==> config.mk <==
export PLATFORM = sky130hd
export DESIGN_NAME = midi_byte_stream_parser_unit
export DESIGN_NICKNAME = d
export VERILOG_FILES = /design/src/rtl/core/midi_pkg.sv /design/src/rtl/core/midi_byte_stream_parser_unit.sv
export SDC_FILE = /design/constraint.sdc
export NUM_CORES = 1
export LEC_CHECK = 0
export ABC_AREA = 0
export BUFFER_PORTS_ARGS = -buffer_cell sky130_fd_sc_hd__buf_4
export CAP_MARGIN = 25
export CORE_AREA = 3 3 141 157
export CTS_BUF_LIST = sky130_fd_sc_hd__clkbuf_8
export DETAILED_ROUTE_END_ITERATION = 12
export DIE_AREA = 0 0 144 160
export PLACE_DENSITY_LB_ADDON = 0.12
export SYNTH_ARGS = -nofsm -noshare
export SYNTH_HDL_FRONTEND = slang
export SYNTH_SLANG_ARGS = --single-unit
export TNS_END_PERCENT = 10
==> constraint.sdc <==
create_clock -name clk -period 7.9 [get_ports clk]
set_clock_uncertainty 0.15 [all_clocks]
set_input_delay 0.79 -clock clk [delete_from_list [all_inputs] [get_ports clk]]
set_output_delay 0.79 -clock clk [all_outputs]
set_load 0.02 [all_outputs]
==> src/rtl/core/midi_pkg.sv <==
// shared types, codes and helpers for the midi byte stream parser
// no dependencies; imported by midi_byte_stream_parser_unit
package midi_pkg;

  // result kinds
  localparam logic [2:0] KIND_NONE     = 3'd0;
  localparam logic [2:0] KIND_CHANNEL  = 3'd1;
  localparam logic [2:0] KIND_SX_START = 3'd2;
  localparam logic [2:0] KIND_SX_BYTE  = 3'd3;
  localparam logic [2:0] KIND_SX_END   = 3'd4;
  localparam logic [2:0] KIND_OVERFLOW = 3'd5;

  // note classification
  localparam logic [1:0] NOTE_NONE = 2'd0;
  localparam logic [1:0] NOTE_ON   = 2'd1;
  localparam logic [1:0] NOTE_OFF  = 2'd2;

  // special bytes and status groups
  localparam logic [7:0] BYTE_REALTIME = 8'hF8;
  localparam logic [7:0] BYTE_SX_OPEN  = 8'hF0;
  localparam logic [7:0] BYTE_SX_CLOSE = 8'hF7;
  localparam logic [3:0] GRP_NOTE_OFF  = 4'h8;
  localparam logic [3:0] GRP_NOTE_ON   = 4'h9;
  localparam logic [3:0] GRP_POLY_AT   = 4'hA;
  localparam logic [3:0] GRP_CTRL      = 4'hB;
  localparam logic [3:0] GRP_PROGRAM   = 4'hC;
  localparam logic [3:0] GRP_CHAN_AT   = 4'hD;
  localparam logic [3:0] GRP_BEND      = 4'hE;

  // register indexes
  localparam logic REG_DELEGATED = 1'b0;

  typedef struct packed {
    logic [2:0] kind;
    logic [7:0] msg_status;
    logic [6:0] msg_data1;
    logic [6:0] msg_data2;
    logic [1:0] note_action;
    logic [7:0] sysex_byte;
    logic [8:0] sysex_length;
  } result_t;

  // data bytes a status byte calls for
  function automatic logic [1:0] data_needed_for(input logic [7:0] st);
    logic [1:0] n;
    unique case (st[7:4])
      GRP_NOTE_OFF, GRP_NOTE_ON, GRP_POLY_AT, GRP_CTRL, GRP_BEND: n = 2'd2;
      GRP_PROGRAM, GRP_CHAN_AT: n = 2'd1;
      default: n = 2'd0;
    endcase
    return n;
  endfunction

endpackage

==> src/rtl/core/midi_byte_stream_parser_unit.sv <==
// midi byte stream parser: running status, channel messages and sysex framing
// depends on midi_pkg (codes, result struct, data count helper)
// each accepted beat's result is registered, in the skid while the output stalls
// throughput: one byte per cycle; a one-entry skid register keeps input open
//   while a result beat is stalled, in_stall rises only when the skid is full
// reset: synchronous, clears parser state, delegated_mode and both output stages
module midi_byte_stream_parser_unit
  import midi_pkg::*;
#(
  parameter int SYSEX_MAX = 256
) (
  input  logic        clk,
  input  logic        rst,
  // byte input channel
  input  logic        in_valid,
  output logic        in_stall,
  input  logic [7:0]  in_byte,
  // result channel
  output logic        out_valid,
  input  logic        out_stall,
  output logic [2:0]  kind,
  output logic [7:0]  msg_status,
  output logic [6:0]  msg_data1,
  output logic [6:0]  msg_data2,
  output logic [1:0]  note_action,
  output logic [7:0]  sysex_byte,
  output logic [8:0]  sysex_length,
  // register port
  input  logic        psel,
  input  logic        penable,
  input  logic        pwrite,
  input  logic [2:0]  paddr,
  input  logic [31:0] pwdata,
  output logic [31:0] prdata,
  output logic        pready
);

  // sysex counter has to hold the limit itself
  localparam int CW = $clog2(SYSEX_MAX + 1);
  // widened copy so the 9-bit length port is a plain slice at any limit
  localparam int LW = (CW > 9) ? CW : 9;
  localparam logic [CW-1:0] SX_LIMIT = CW'(SYSEX_MAX);

  // ---------------------------------------------------------------------------
  // register port: single register, delegated_mode, at byte address 0
  // ---------------------------------------------------------------------------
  logic delegated_mode;
  logic reg_index;

  assign pready    = 1'b1;
  assign reg_index = paddr[2];

  always_ff @(posedge clk) begin
    if (rst) begin
      delegated_mode <= 1'b0;
    end else if (psel && penable && pwrite && pready && reg_index == REG_DELEGATED) begin
      delegated_mode <= pwdata[0];
    end
  end

  always_comb begin
    prdata = '0;
    if (reg_index == REG_DELEGATED) begin
      prdata[0] = delegated_mode;
    end
  end

  // ---------------------------------------------------------------------------
  // parser state
  // ---------------------------------------------------------------------------
  logic          in_sysex, in_sysex_next;
  logic [7:0]    current_status, current_status_next;
  logic [7:0]    running_status, running_status_next;
  logic [1:0]    data_count, data_count_next;
  logic [1:0]    data_needed, data_needed_next;
  logic [6:0]    first_data, first_data_next;
  logic [CW-1:0] sysex_count, sysex_count_next;

  logic    accept;
  result_t res;

  assign accept = in_valid && !in_stall;

  // one pass of the parser over the incoming beat
  always_comb begin
    logic [CW-1:0] cnt;
    logic [CW-1:0] cnt_inc;
    logic [LW-1:0] len_wide;
    logic [6:0]    v;
    logic [6:0]    a2;

    in_sysex_next       = in_sysex;
    current_status_next = current_status;
    running_status_next = running_status;
    data_count_next     = data_count;
    data_needed_next    = data_needed;
    first_data_next     = first_data;
    sysex_count_next    = sysex_count;
    res                 = '0;
    cnt                 = '0;
    cnt_inc             = '0;
    len_wide            = '0;
    v                   = in_byte[6:0];
    a2                  = '0;

    priority if (in_byte >= BYTE_REALTIME) begin
      // real-time bytes pass through the parser untouched
    end else if (in_sysex) begin
      // reopening inside a sysex restarts the count
      cnt = (in_byte == BYTE_SX_OPEN) ? '0 : sysex_count;
      if (cnt >= SX_LIMIT) begin
        // buffer full: drop the byte and return to idle
        len_wide             = LW'(cnt);
        res.kind             = KIND_OVERFLOW;
        res.sysex_length     = len_wide[8:0];
        in_sysex_next        = 1'b0;
        current_status_next  = '0;
        running_status_next  = '0;
        data_count_next      = '0;
        data_needed_next     = '0;
        first_data_next      = '0;
        sysex_count_next     = '0;
      end else begin
        cnt_inc          = cnt + CW'(1);
        len_wide         = LW'(cnt_inc);
        res.sysex_byte   = in_byte;
        res.sysex_length = len_wide[8:0];
        sysex_count_next = cnt_inc;
        if (in_byte == BYTE_SX_CLOSE) begin
          // end of sysex also loses running status
          res.kind            = KIND_SX_END;
          in_sysex_next       = 1'b0;
          current_status_next = '0;
          running_status_next = '0;
          data_count_next     = '0;
          data_needed_next    = '0;
          first_data_next     = '0;
          sysex_count_next    = '0;
        end else begin
          res.kind = (in_byte == BYTE_SX_OPEN) ? KIND_SX_START : KIND_SX_BYTE;
        end
      end
    end else if (in_byte == BYTE_SX_OPEN) begin
      res.kind            = KIND_SX_START;
      res.sysex_byte      = in_byte;
      res.sysex_length    = 9'd1;
      in_sysex_next       = 1'b1;
      current_status_next = '0;
      running_status_next = '0;
      data_count_next     = '0;
      data_needed_next    = '0;
      first_data_next     = '0;
      sysex_count_next    = CW'(1);
    end else if (in_byte[7]) begin
      // status byte: system common clears running status
      current_status_next = in_byte;
      data_count_next     = '0;
      data_needed_next    = data_needed_for(in_byte);
      running_status_next = (data_needed_for(in_byte) != 2'd0) ? in_byte : '0;
    end else if (data_needed == 2'd0 && running_status == '0) begin
      // stray data byte with no status to attach to
    end else begin
      if (data_needed == 2'd0) begin
        // rearm from running status
        current_status_next = running_status;
        data_needed_next    = data_needed_for(running_status);
        data_count_next     = '0;
      end
      if (data_count_next == 2'd0) begin
        first_data_next = v;
      end
      if (data_count_next < 2'd2) begin
        data_count_next = data_count_next + 2'd1;
      end
      if (data_count_next >= data_needed_next) begin
        a2 = (data_needed_next > 2'd1) ? v : '0;
        if (!delegated_mode) begin
          res.kind       = KIND_CHANNEL;
          res.msg_status = current_status_next;
          res.msg_data1  = first_data_next;
          res.msg_data2  = a2;
          if (current_status_next[7:4] == GRP_NOTE_OFF) begin
            res.note_action = NOTE_OFF;
          end else if (current_status_next[7:4] == GRP_NOTE_ON) begin
            res.note_action = (a2 != '0) ? NOTE_ON : NOTE_OFF;
          end
        end
        data_count_next     = '0;
        data_needed_next    = data_needed_for(running_status);
        current_status_next = running_status;
      end
    end
  end

  always_ff @(posedge clk) begin
    if (rst) begin
      in_sysex       <= 1'b0;
      current_status <= '0;
      running_status <= '0;
      data_count     <= '0;
      data_needed    <= '0;
      first_data     <= '0;
      sysex_count    <= '0;
    end else if (accept) begin
      in_sysex       <= in_sysex_next;
      current_status <= current_status_next;
      running_status <= running_status_next;
      data_count     <= data_count_next;
      data_needed    <= data_needed_next;
      first_data     <= first_data_next;
      sysex_count    <= sysex_count_next;
    end
  end

  // ---------------------------------------------------------------------------
  // result register plus one skid entry; skid always holds the younger beat
  // ---------------------------------------------------------------------------
  result_t out_reg;
  result_t skid_reg;
  logic    skid_valid;
  logic    out_take;

  assign out_take = out_valid && !out_stall;
  assign in_stall = skid_valid;

  always_ff @(posedge clk) begin
    if (rst) begin
      out_valid  <= 1'b0;
      skid_valid <= 1'b0;
    end else if (!out_valid || out_take) begin
      if (skid_valid) begin
        out_valid  <= 1'b1;
        skid_valid <= 1'b0;
      end else begin
        out_valid <= accept;
      end
    end else if (accept) begin
      skid_valid <= 1'b1;
    end
  end

  always_ff @(posedge clk) begin
    if (!out_valid || out_take) begin
      out_reg <= skid_valid ? skid_reg : res;
    end
    if (out_valid && !out_take && accept) begin
      skid_reg <= res;
    end
  end

  assign kind         = out_reg.kind;
  assign msg_status   = out_reg.msg_status;
  assign msg_data1    = out_reg.msg_data1;
  assign msg_data2    = out_reg.msg_data2;
  assign note_action  = out_reg.note_action;
  assign sysex_byte   = out_reg.sysex_byte;
  assign sysex_length = out_reg.sysex_length;

  // ---------------------------------------------------------------------------
  // checks
  // ---------------------------------------------------------------------------
  // skid only fills behind a waiting result
  a_skid_behind_out: assert property (@(posedge clk) disable iff (rst)
    skid_valid |-> out_valid)
    else $error("skid entry held with no result in the output register");

  // sysex count never passes the buffer limit
  a_count_bound: assert property (@(posedge clk) disable iff (rst)
    sysex_count <= SX_LIMIT)
    else $error("sysex count beyond buffer limit");

  // count only lives while a sysex is open
  a_count_idle: assert property (@(posedge clk) disable iff (rst)
    !in_sysex |-> sysex_count == '0)
    else $error("sysex count left over outside a sysex");

  // note classification only rides on channel messages
  a_note_kind: assert property (@(posedge clk) disable iff (rst)
    (out_valid && note_action != NOTE_NONE) |-> kind == KIND_CHANNEL)
    else $error("note action on a non-channel result");

  // a sysex start leaves the parser inside a sysex
  a_start_opens: assert property (@(posedge clk) disable iff (rst)
    (accept && res.kind == KIND_SX_START) |=> in_sysex)
    else $error("sysex start without entering sysex");

endmodule
==> results of run 1 <==
==> layer usage <==
layer,vias to the layer above,GRT usage [%]
met3,17,3.17
met4,0,5.35
met2,90,22.7
li1,2114,-
met1,2109,16.8
met5,-,0
==> area by class of cell <==
cell class	count	area [sq um]
clock buffers	18	248
clock inverters	14	190
fillers	2065	13400
inverters	9	33.8
multi-input cells	392	2440
flip-flops and latches	128	3440
well taps	256	320
repair buffers	67	503
==> report_power, final <==
part           leakage, nW  switching, mW  total (mW)  internal (mW)
clock network        0.214          0.269       0.622          0.352
registers             1.24         0.0153       0.765          0.750
logic                 1.28          0.124       0.188         0.0636
total                 2.73          0.409        1.57           1.17
==> logic make-up after synthesis <==
| group | count (synthesis) | synth area share [%] |
|---|---|---|
| flops | 128 | 55.6 |
| simple gates | 187 | 14.4 |
| xor+xnor | 6 | 0.849 |
| fa+ha+maj | 4 | 0.808 |
| mux | 34 | 5.82 |
| other cells | 2 | 0.121 |
| buf+inv | 75 | 6.99 |
| compound gates | 129 | 15.4 |
==> worst reg2reg max path: stages (launching register included) <==
cell	delay, ps
dfxtp_1	380
or2_2	450
nand2_1	120
ha_1	490
inv_1	120
ha_1	350
a21o_1	240
nand4b_1	610
buf_4	460
or3_1	460
o31ai_1	220
==> per-stage QoR <==
step | instance area (sq um) | power (mW)
after detailed placement | 6740 | 0.971
after global placement | 6740 | 0.969
after global routing | 7180 | 1.65
final | 7180 | 1.57
after floorplan | 6300 | 0.914
after CTS | 7180 | 1.60
==> cells in the mapped netlist (all sizes together), types with 2 or more instances <==
library cell  count  share of area, %
edfxtp           88                43
nand2            63               3.9
nor2             50               3.0
buf              45               5.2
dfxtp            40                13
a22o             26               3.7
a21oi            25               2.3
o31ai            23               2.8
o21ai            22               1.8
clkbuf           21               1.3
mux2i            18               2.9
mux2             16               2.9
nor3             13               1.1
nand3            11              0.89
and2             10               1.0
nor2b             9              0.91
inv               8              0.49
a21o              6              0.75
nand2b            6              0.61
a31oi             5              0.75
or3               5              0.59
xnor2             5              0.71
ha                4              0.81
nand4b            4              0.57
a211oi            3              0.44
and3              3              0.30
nor4              3              0.30
conb              2              0.12
nand4             2              0.20
o22ai             2              0.30
o41ai             2              0.28
or2               2              0.20
or4               2              0.24
==> path summary, 6_finish.rpt <==
path,startpoint,endpoint,depth (start not counted)
setup reg to reg,data_needed[1]$_SDFFE_PP0P_,note_action[0]$_DFFE_PP_,10
hold / removal,current_status[7]$_SDFFE_PP0P_,current_status[7]$_SDFFE_PP0P_,1
setup / recovery,data_needed[1]$_SDFFE_PP0P_,note_action[0]$_DFFE_PP_,10
hold reg to reg,current_status[7]$_SDFFE_PP0P_,current_status[7]$_SDFFE_PP0P_,1
==> flow_metrics.tcl, run 1 <==
set metrics [dict create \
    run_status "complete, no violations" \
    ant_nets 0 \
    maximum_number_of_pins_on_one_net_before_global_route_repair 77 \
    worst-slew-pin-transition_ps 1000 \
    die_x_um 144 \
    globalRoute.totalOverflow 0 \
    route.vias.total 4330 \
    synth_edf_count 88 \
    tritoncts_num_sinks 128 \
    unrepaired_setup_endpoints_after_global_routing "false" \
    cts.repair_timing.setup_buffer_count 0 \
    timing_worst_setup_path_type "reg -> reg" \
    max-vdd-ir-drop_uv 84.5 \
    grt_first_pass_wirelength_um 24500 \
    cpPeakStageDelay_ps 610 \
    final_common_cell "edfxtp_1" \
    yosysWarningCount 0 \
    synth-main-ff-cell "edfxtp_1" \
    detail_route.wirelength.met1_um 6550 \
    worst_slack_ps 3660 \
    critical_path.max_fanout 16 \
    die_h_um 160 \
    post_synth_instance_area_sq_um 6190 \
    design.final.nets 669 \
    cts.path.max_buffers 2 \
    dr.max_layer_used "met4" \
    globalplace.congestion 0.808 \
    critical_path_buf_inv_count 2 \
    antenna-diode-count 0 \
    time_the_worst_path_needs_with_i_o_delays_and_setup_ps 4250 \
    post_synth_inst_count 565 \
    floorplan.core_area_sq_um 20600 \
    cp-start-kind "flop" \
    largest_register_ffs 44 \
    max-cap-violations 0 \
    dr_wl_met3_um 478 \
    remaining_drc_errors 0 \
    crit_arrival_ps 4350 \
    crit_family "simple AND/OR/NAND/NOR gates" \
    finalSetupViolations 0 \
    async_reset_ff_share_pct 0 \
    drt_first_iter_violations 284 \
    path_clk_slew_ps 80 \
    combined_global_route_utilization_of_all_metal_layers_pct 13.6 \
    most-common-layout-cells "88 x edfxtp_1, 67 x buf_4, 61 x nand2_1" \
    ctsHoldBuffers 0 \
    clk_root_buffer_cell "clkbuf_8" \
    first_global_vias 4468 \
    holdCritPathClass "reg -> reg" \
    route.met2.wl_um 7660 \
    row_count 55 \
    tritoncts "built" \
    post_route_cells_drive_above_1_share_pct 21.0 \
    preCtsSetupSlack_ps 3630 \
    fp.dieArea_sq_um 23000 \
    post_synth.cell_area_avg_sq_um 11.0 \
    slowest_stage "nand4b_1" \
    max_freq_mhz 236 \
    drt-pass1-iter-count 4 \
    ys_ff_latch 128 \
    worstPathRequired_ps 8010 \
    cts.repair.resized 0 \
    totalNegativeSetupSlack_ps 0 \
    place_hpwl_um 9910 \
    report.final.slew_viol_count 0 \
    final_cells 884 \
    antenna_found_initial 0 \
    final_core_util_pct 34.9 \
    cts_made_buffers 17 \
    end_kind "flop" \
    number_of_port_buffers 63 \
    synth.yosys.seq_area_share_pct 55.6 \
    dpl.cell_count 852 \
    ys_types 68 \
    timing.critical_path.mode_cell "ha_1" \
    post-route-period-util_pct 53.7 \
    hold-worst-slack_ps 323 \
    avgViaCountPerCell 4.90 \
    leakagePower_nw 2.73 \
    clk_latency_ps 440 \
    power.density_cell_area_nw_per_um2 219 \
    htree_levels 4 \
    area_growth_syn_to_layout_pct 15.9 \
    cp_cell_sequence "or2_2 -> nand2_1 -> ha_1 -> inv_1 -> ha_1 -> a21o_1 -> nand4b_1 -> buf_4 -> or3_1 -> o31ai_1" \
    initial_core_util_pct 30.1 \
    relative_slew_margins_pct 32.9 \
    final_hold_viol_count 0 \
    register_to_register_path_setup_slack_ps 3660 \
    routed_wirelength_um 14900 \
    io_pins 129 \
    avgRoutedWirePerCell_um 16.9 \
]
No activity file was read; power rests on OpenSTA's default activity.
==> run 2, diff against run 1 <==
--- a/config.mk
+++ b/config.mk
@@ -5,13 +5,13 @@
 export SDC_FILE = /design/constraint.sdc
 export NUM_CORES = 1
 export LEC_CHECK = 0
-export ABC_AREA = 0
+export ABC_AREA = 1
 export BUFFER_PORTS_ARGS = -buffer_cell sky130_fd_sc_hd__buf_4
 export CAP_MARGIN = 25
-export CORE_AREA = 3 3 141 157
+export CORE_AREA = 3 3 145 161
 export CTS_BUF_LIST = sky130_fd_sc_hd__clkbuf_8
 export DETAILED_ROUTE_END_ITERATION = 12
-export DIE_AREA = 0 0 144 160
+export DIE_AREA = 0 0 148 164
 export PLACE_DENSITY_LB_ADDON = 0.12
 export SYNTH_ARGS = -nofsm -noshare
 export SYNTH_HDL_FRONTEND = slang
==> constraint.sdc (replaced) <==
create_clock -name clk -period 4 [get_ports clk]
set_clock_uncertainty 0.15 [all_clocks]
set_input_delay 0.4 -clock clk [delete_from_list [all_inputs] [get_ports clk]]
set_output_delay 0.4 -clock clk [all_outputs]
set_load 0.02 [all_outputs]
==> run 2 against run 1 <==
Combinational power up 110%; synthesized area up 5.2%; die area up 5.3%; register-to-register slack worse by 2800 ps; utilization down 0.51 points; via count up 14%; count of clock-buffer cells in the layout down 1.
==> flow_metrics.tcl, run 2 <==
set metrics [dict create \
    run_status "complete, no violations" \
    unrepaired_setup_endpoints_after_global_routing "false" \
    floorplan.core_area_sq_um 22000 \
    yosys.area_share.xor_xnor_pct 0 \
    cp-start-kind "flop" \
    post_synth_instance_area_sq_um 6510 \
    ant_nets 0 \
    avgRoutedWirePerCell_um 14.6 \
    most-common-layout-cells "227 x nand2_1, 88 x edfxtp_1, 71 x buf_4" \
    time_the_worst_path_needs_with_i_o_delays_and_setup_ps 3110 \
    power.clock.fraction_pct 37.5 \
    cts.repair.resized 0 \
    post-route-period-util_pct 77.8 \
    synth_top_cells_by_count "228 x nand2_1, 88 x edfxtp_1, 67 x nor2_1, 57 x inv_1" \
    tritoncts_num_sinks 128 \
    holdCritPathClass "in -> reg" \
    die_x_um 148 \
    yosysWarningCount 0 \
    number_of_port_buffers 63 \
    max-vdd-ir-drop_uv 172 \
    tritoncts "built" \
    hold-worst-slack_ps 56.4 \
    remaining_drc_errors 0 \
    cts.repair_timing.setup_buffer_count 0 \
    endpoint_of_the_lowest_slack_register_to_register_path "note_action[1]$_DFFE_PP_" \
    grt_first_pass_wirelength_um 26000 \
    dpl.cell_count 1100 \
    final_common_cell "nand2_1" \
    final_cells 1132 \
    drt-pass1-iter-count 5 \
    antenna-diode-count 0 \
    synth.yosys.seq_area_share_pct 52.9 \
    power.switching_uw 871 \
    cts.path.max_buffers 2 \
    post_synth.cell_area_avg_sq_um 8.54 \
    end_kind "flop" \
    ys_types 37 \
    post_dp_cell_area_sq_um 7160 \
    sw_frac_of_total_pct 28.9 \
    timing_worst_setup_path_type "reg -> reg" \
    die_h_um 164 \
    synth-simple-area-share_pct 27.3 \
    post_synth_inst_count 763 \
    yosys.area_share.adder_pct 0.768 \
    power.density_cell_area_nw_per_um2 399 \
    routed_wirelength_um 16500 \
    max_freq_mhz 321 \
    worstPathRequired_ps 4160 \
    async_reset_ff_share_pct 0 \
    drt_first_iter_violations 364 \
    maximum_number_of_pins_on_one_net_before_global_route_repair 51 \
    finalSetupViolations 0 \
    yosys.area.top_type_share_pct 40.6 \
    max-cap-violations 0 \
    post_route_cells_drive_above_1_share_pct 19.1 \
    largest_register_ffs 44 \
    avgViaCountPerCell 4.35 \
    route.vias.total 4923 \
    clk_root_buffer_cell "clkbuf_8" \
    final_hold_viol_count 0 \
    totalNegativeSetupSlack_ps 0 \
    fp.dieArea_sq_um 24300 \
    synth-compound-area-share_pct 8.80 \
    report.final.slew_viol_count 0 \
    critical_path.max_fanout 24 \
    relative_slew_margins_pct 60.8 \
    timing.rr.start "running_status[5]$_SDFFE_PP0P_" \
    globalRoute.totalOverflow 0 \
    first_global_vias 4583 \
    design.final.nets 878 \
    worst-slew-pin-transition_ps 589 \
    sequentialPowerShare_pct 49.5 \
    register_to_register_path_setup_slack_ps 890 \
    leakagePower_nw 3.26 \
    leading_cell_type_by_number_of_instances_after_synthesis "nand2_1" \
    synth.mux.area_fraction_pct 0 \
    cts_made_buffers 17 \
    row_count 57 \
    antenna_found_initial 0 \
    area_growth_syn_to_layout_pct 15.9 \
    combinationalPowerShare_pct 13.0 \
    crit_arrival_ps 3270 \
    path_clk_slew_ps 80 \
    ctsHoldBuffers 0 \
    ys_ff_latch 128 \
    io_pins 129 \
    cell_internal_pwr_mw 2.15 \
    worstSetupStartpoint "running_status[5]$_SDFFE_PP0P_" \
    post_synth_main_area_contributors "edfxtp_1 41%, nand2_1 13%, dfxtp_1 12%" \
    synth_top_family_by_area "simple AND/OR/NAND/NOR gates" \
    globalplace.congestion 0.846 \
    synth_edf_count 88 \
    synth-main-ff-cell "edfxtp_1" \
    synth.largest_area_cell "edfxtp_1" \
    timing.reg2reg.worst_path_depth 14 \
    htree_levels 4 \
    final_area_sq_um 7550 \
    cp-endpoint "note_action[1]$_DFFE_PP_" \
    combined_global_route_utilization_of_all_metal_layers_pct 13.8 \
    initial_core_util_pct 29.7 \
    place_hpwl_um 11300 \
    clk_latency_ps 450 \
]
run 2: cell count changes in the layout (fill, tap and decap cells not counted), moves of 14 or more:
cell / before / now
inv_1: 9 / 57
mux2i_1: 18 / 0
nor2_1: 49 / 67
o31ai_1: 23 / 0
a21oi_1: 23 / 44
mux2_2: 16 / 0
nand2_2: 1 / 15
o21ai_0: 21 / 36
nand3_1: 11 / 44
nand2_1: 61 / 227
a22o_1: 24 / 0
run 2: power groups by stage:
stage / sequential [mW] / clock, mW / combinational (mW)
after floorplan: 1.57 / 0 / 0.244
after global placement: 1.53 / 0 / 0.395
after detailed placement: 1.53 / 0 / 0.394
after CTS: 1.49 / 1.17 / 0.395
after global routing: 1.50 / 1.21 / 0.431
final: 1.49 / 1.13 / 0.391
run 2: cell type report:
cell class / instances / area [sq um]
fillers: 2360 / 14400
flip-flops and latches: 128 / 3440
multi-input cells: 535 / 2540
repair buffers: 71 / 533
well taps: 295 / 369
inverters: 71 / 274
clock buffers: 17 / 234
clock inverters: 15 / 159
run 2: kinds of logic (layout without fill, tap and decap cells):
family	after synthesis	after routing
other cells	2	32
fa+ha+maj	4	4
compound gates	101	101
flops	128	128
buf+inv	130	174
simple gates	398	398
run 2: worst min path at each step:
stage               slack [ps]                        from                          end  cells after the start
floorplan                  290  first_data[0]$_SDFFE_PP0P_   first_data[0]$_SDFFE_PP0P_                      2
global placement           300  first_data[0]$_SDFFE_PP0P_   first_data[0]$_SDFFE_PP0P_                      2
detailed placement         300  first_data[1]$_SDFFE_PP0P_   first_data[1]$_SDFFE_PP0P_                      2
CTS                         20                   pwdata[0]  delegated_mode$_SDFFE_PP0P_                      2
global route                30                   pwdata[0]  delegated_mode$_SDFFE_PP0P_                      2
finish                      60                   pwdata[0]  delegated_mode$_SDFFE_PP0P_                      2
run 2: metal layers:
metal	GRT usage [%]	wire length, um	vias to the layer above
met5	0	0	-
met3	2.62	746	25
met1	20.2	8240	2214
li1	-	-	2562
met2	20.2	7200	122
met4	5.00	290	0
run 2: worst max-delay path, stage by stage (launching register included):
cell	delay, ps
dfxtp_1	400
inv_1	90
o21ai_0	210
nand3_1	90
nand2_1	120
clkinv_1	300
ha_1	400
nand2_1	50
nand2_1	90
nand3_1	110
nor2_1	150
nand2_2	280
nor3b_1	380
nor2_1	70
nor2_1	100
run 2: per-stage QoR:
stage          total power [mW]  utilization [%]  setup slack [ps]
2_1_floorplan              1.81                -              93.4
3_3_place_gp               1.92             32.6               913
3_5_place_dp               1.92             32.6               932
4_1_cts                    3.06             34.4               898
5_1_grt                    3.14             34.4               652
6_report                   3.02             34.4               889
==> run 3, diff against run 2 <==
--- a/config.mk
+++ b/config.mk
@@ -5,13 +5,13 @@
 export SDC_FILE = /design/constraint.sdc
 export NUM_CORES = 1
 export LEC_CHECK = 0
-export ABC_AREA = 1
+export ABC_AREA = 0
 export BUFFER_PORTS_ARGS = -buffer_cell sky130_fd_sc_hd__buf_4
 export CAP_MARGIN = 25
-export CORE_AREA = 3 3 145 161
+export CORE_AREA = 3 3 141 157
 export CTS_BUF_LIST = sky130_fd_sc_hd__clkbuf_8
 export DETAILED_ROUTE_END_ITERATION = 12
-export DIE_AREA = 0 0 148 164
+export DIE_AREA = 0 0 144 160
 export PLACE_DENSITY_LB_ADDON = 0.12
 export SYNTH_ARGS = -nofsm -noshare
 export SYNTH_HDL_FRONTEND = slang
==> constraint.sdc (replaced) <==
create_clock -name clk -period 3 [get_ports clk]
set_clock_uncertainty 0.15 [all_clocks]
set_input_delay 0.3 -clock clk [delete_from_list [all_inputs] [get_ports clk]]
set_output_delay 0.3 -clock clk [all_outputs]
set_load 0.02 [all_outputs]
==> run 3 against run 2 <==
Largest cell class unchanged; design area shrank 3.4%; critical endpoint is now note_action[0]$_DFFE_PP_; critical path depth shrank 5; sequential share of layout area grew 1.6 points; register-to-register slack lost 730 ps.
==> flow_metrics.tcl, run 3 (synthesized netlist as in run 1, its figures left out) <==
set metrics [dict create \
    final_core_util_pct 35.4 \
    relative_slew_margins_pct 61.3 \
    timing.critical_path.mode_cell "ha_1" \
    cp-start-kind "flop" \
    largest_register_ffs 44 \
    hold-worst-slack_ps 83.1 \
    floorplan.core_area_sq_um 20600 \
    time_the_worst_path_needs_with_i_o_delays_and_setup_ps 2840 \
    fillCellCount 2058 \
    number_of_port_buffers 63 \
    combined_global_route_utilization_of_all_metal_layers_pct 13.7 \
    run_status "complete, no violations" \
    tritoncts_num_sinks 128 \
    final_common_cell "edfxtp_1" \
    max-cap-violations 0 \
    crit_arrival_ps 2940 \
    drt_first_iter_violations 331 \
    end_kind "flop" \
    globalRoute.totalOverflow 0 \
    clk_latency_ps 430 \
    unrepaired_setup_endpoints_after_global_routing "false" \
    holdCritPathClass "in -> reg" \
    worst-slew-pin-transition_ps 579 \
    slowest_stage "or3_1" \
    fp.dieArea_sq_um 23000 \
    route.vias.total 4427 \
    place_hpwl_um 10500 \
    max-vdd-ir-drop_uv 268 \
    antenna-diode-count 0 \
    area_of_the_multi_input_gates_sq_um 2440 \
    cts.repair_timing.setup_buffer_count 0 \
    cp_cell_sequence "or2_2 -> nand2_1 -> ha_1 -> ha_1 -> nand2b_1 -> a21o_1 -> nand4b_1 -> or3_1 -> o31ai_2" \
    timing_worst_setup_path_type "reg -> reg" \
    first_global_vias 4373 \
    max_freq_mhz 352 \
    cpPeakStageDelay_ps 510 \
    total_power_mw 3.92 \
    die_x_um 144 \
    avgViaCountPerCell 4.90 \
    cts.path.max_buffers 2 \
    clk_root_buffer_cell "clkbuf_8" \
    tritoncts "built" \
    critical_path.max_fanout 6 \
    final_hold_viol_count 0 \
    ant_nets 0 \
    antenna_found_initial 0 \
    io_pins 129 \
    drt-pass1-iter-count 4 \
    globalplace.congestion 0.863 \
    area_growth_syn_to_layout_pct 17.7 \
    leakagePower_nw 2.82 \
    htree_levels 4 \
    remaining_drc_errors 0 \
    initial_core_util_pct 30.1 \
    power.density_cell_area_nw_per_um2 538 \
    worstPathRequired_ps 3100 \
    finalSetupViolations 0 \
    most-common-layout-cells "88 x edfxtp_1, 84 x buf_4, 61 x nand2_1" \
    routed_wirelength_um 15600 \
    maximum_number_of_pins_on_one_net_before_global_route_repair 46 \
    path_clk_slew_ps 70 \
    row_count 55 \
    report.final.slew_viol_count 0 \
    design.final.nets 690 \
    cts_made_buffers 17 \
    grt_first_pass_wirelength_um 24600 \
    layout.area.seq_sq_um 3440 \
    post_route_cells_drive_above_1_share_pct 22.5 \
    die_h_um 160 \
    post-route-period-util_pct 94.7 \
    avgRoutedWirePerCell_um 17.2 \
]
## run 3: cell count changes in the layout (fill, tap and decap cells not counted), moves of 16 or more
cell     before  now
nand2_1     227   61
inv_1        57   11
nand3_1      44   11
a22o_1        0   24
o31ai_1       0   22
a21oi_1      44   23
nor2_1       67   48
mux2i_1       0   18
mux2_2        0   16
o21ai_0      36   20
## run 3: timing repair
item / 4_1_cts / 5_1_grt
endpoints found under the hold margin: 2 / 0
hold buffers: 2 / 0
resized for setup: 0 / 3
setup endpoints to repair: 0 / 10
## run 3: final timing paths
kind	start	to	slack (ps)	cells past startpoint
worst max register to register	data_needed[0]$_SDFFE_PP0P_	note_action[0]$_DFFE_PP_	160	9
worst max-delay path	data_needed[0]$_SDFFE_PP0P_	note_action[0]$_DFFE_PP_	160	9
worst min register to register	current_status[7]$_SDFFE_PP0P_	current_status[7]$_SDFFE_PP0P_	340	1
worst min-delay path	in_byte[4]	running_status[4]$_SDFFE_PP0P_	80	2
## run 3: through the flow
| step | TNS, ps | worst slack (ps) | area, sq um | std cells |
|---|---|---|---|---|
| after global placement | 0 | 147 | 6910 | 871 |
| after detailed placement | 0 | 87.2 | 6910 | 871 |
| final | 0 | 159 | 7290 | 904 |
| after CTS | 0 | 48.8 | 7280 | 904 |
| after floorplan | -7320 | -298 | 6310 | 595 |
| after global routing | 0 | 43.2 | 7290 | 904 |
## run 3: per-layer routing
layer	GRT usage [%]	part of all wire [%]
met4	4.75	1.1
met5	0	0
met2	22.8	51
met1	17.0	44
met3	3.62	3.5
## run 3: report_power, final
| group | leakage, nW | internal (mW) | switching [mW] |
|---|---|---|---|
| logic | 1.40 | 0.193 | 0.340 |
| clock network | 0.189 | 0.728 | 0.651 |
| registers | 1.24 | 1.97 | 0.0379 |
## run 3: layout make-up
cell class	instances	share of cell area (%)
inverter	9	0.463
clock buffer	18	3.40
multi-input combinational	392	33.5
timing repair buffer	88	9.47
tap	256	4.39
sequential	128	47.3
clock inverter	13	1.48
## run 3: worst max-delay path: cells and delay by family, from the launching register on
kind                       cells  cell delay [ps]
and+or+nand+nor                5             1220
adders and majority gates      2              530
AOI/OAI and AO/OA              2              400
DFF                            1              360
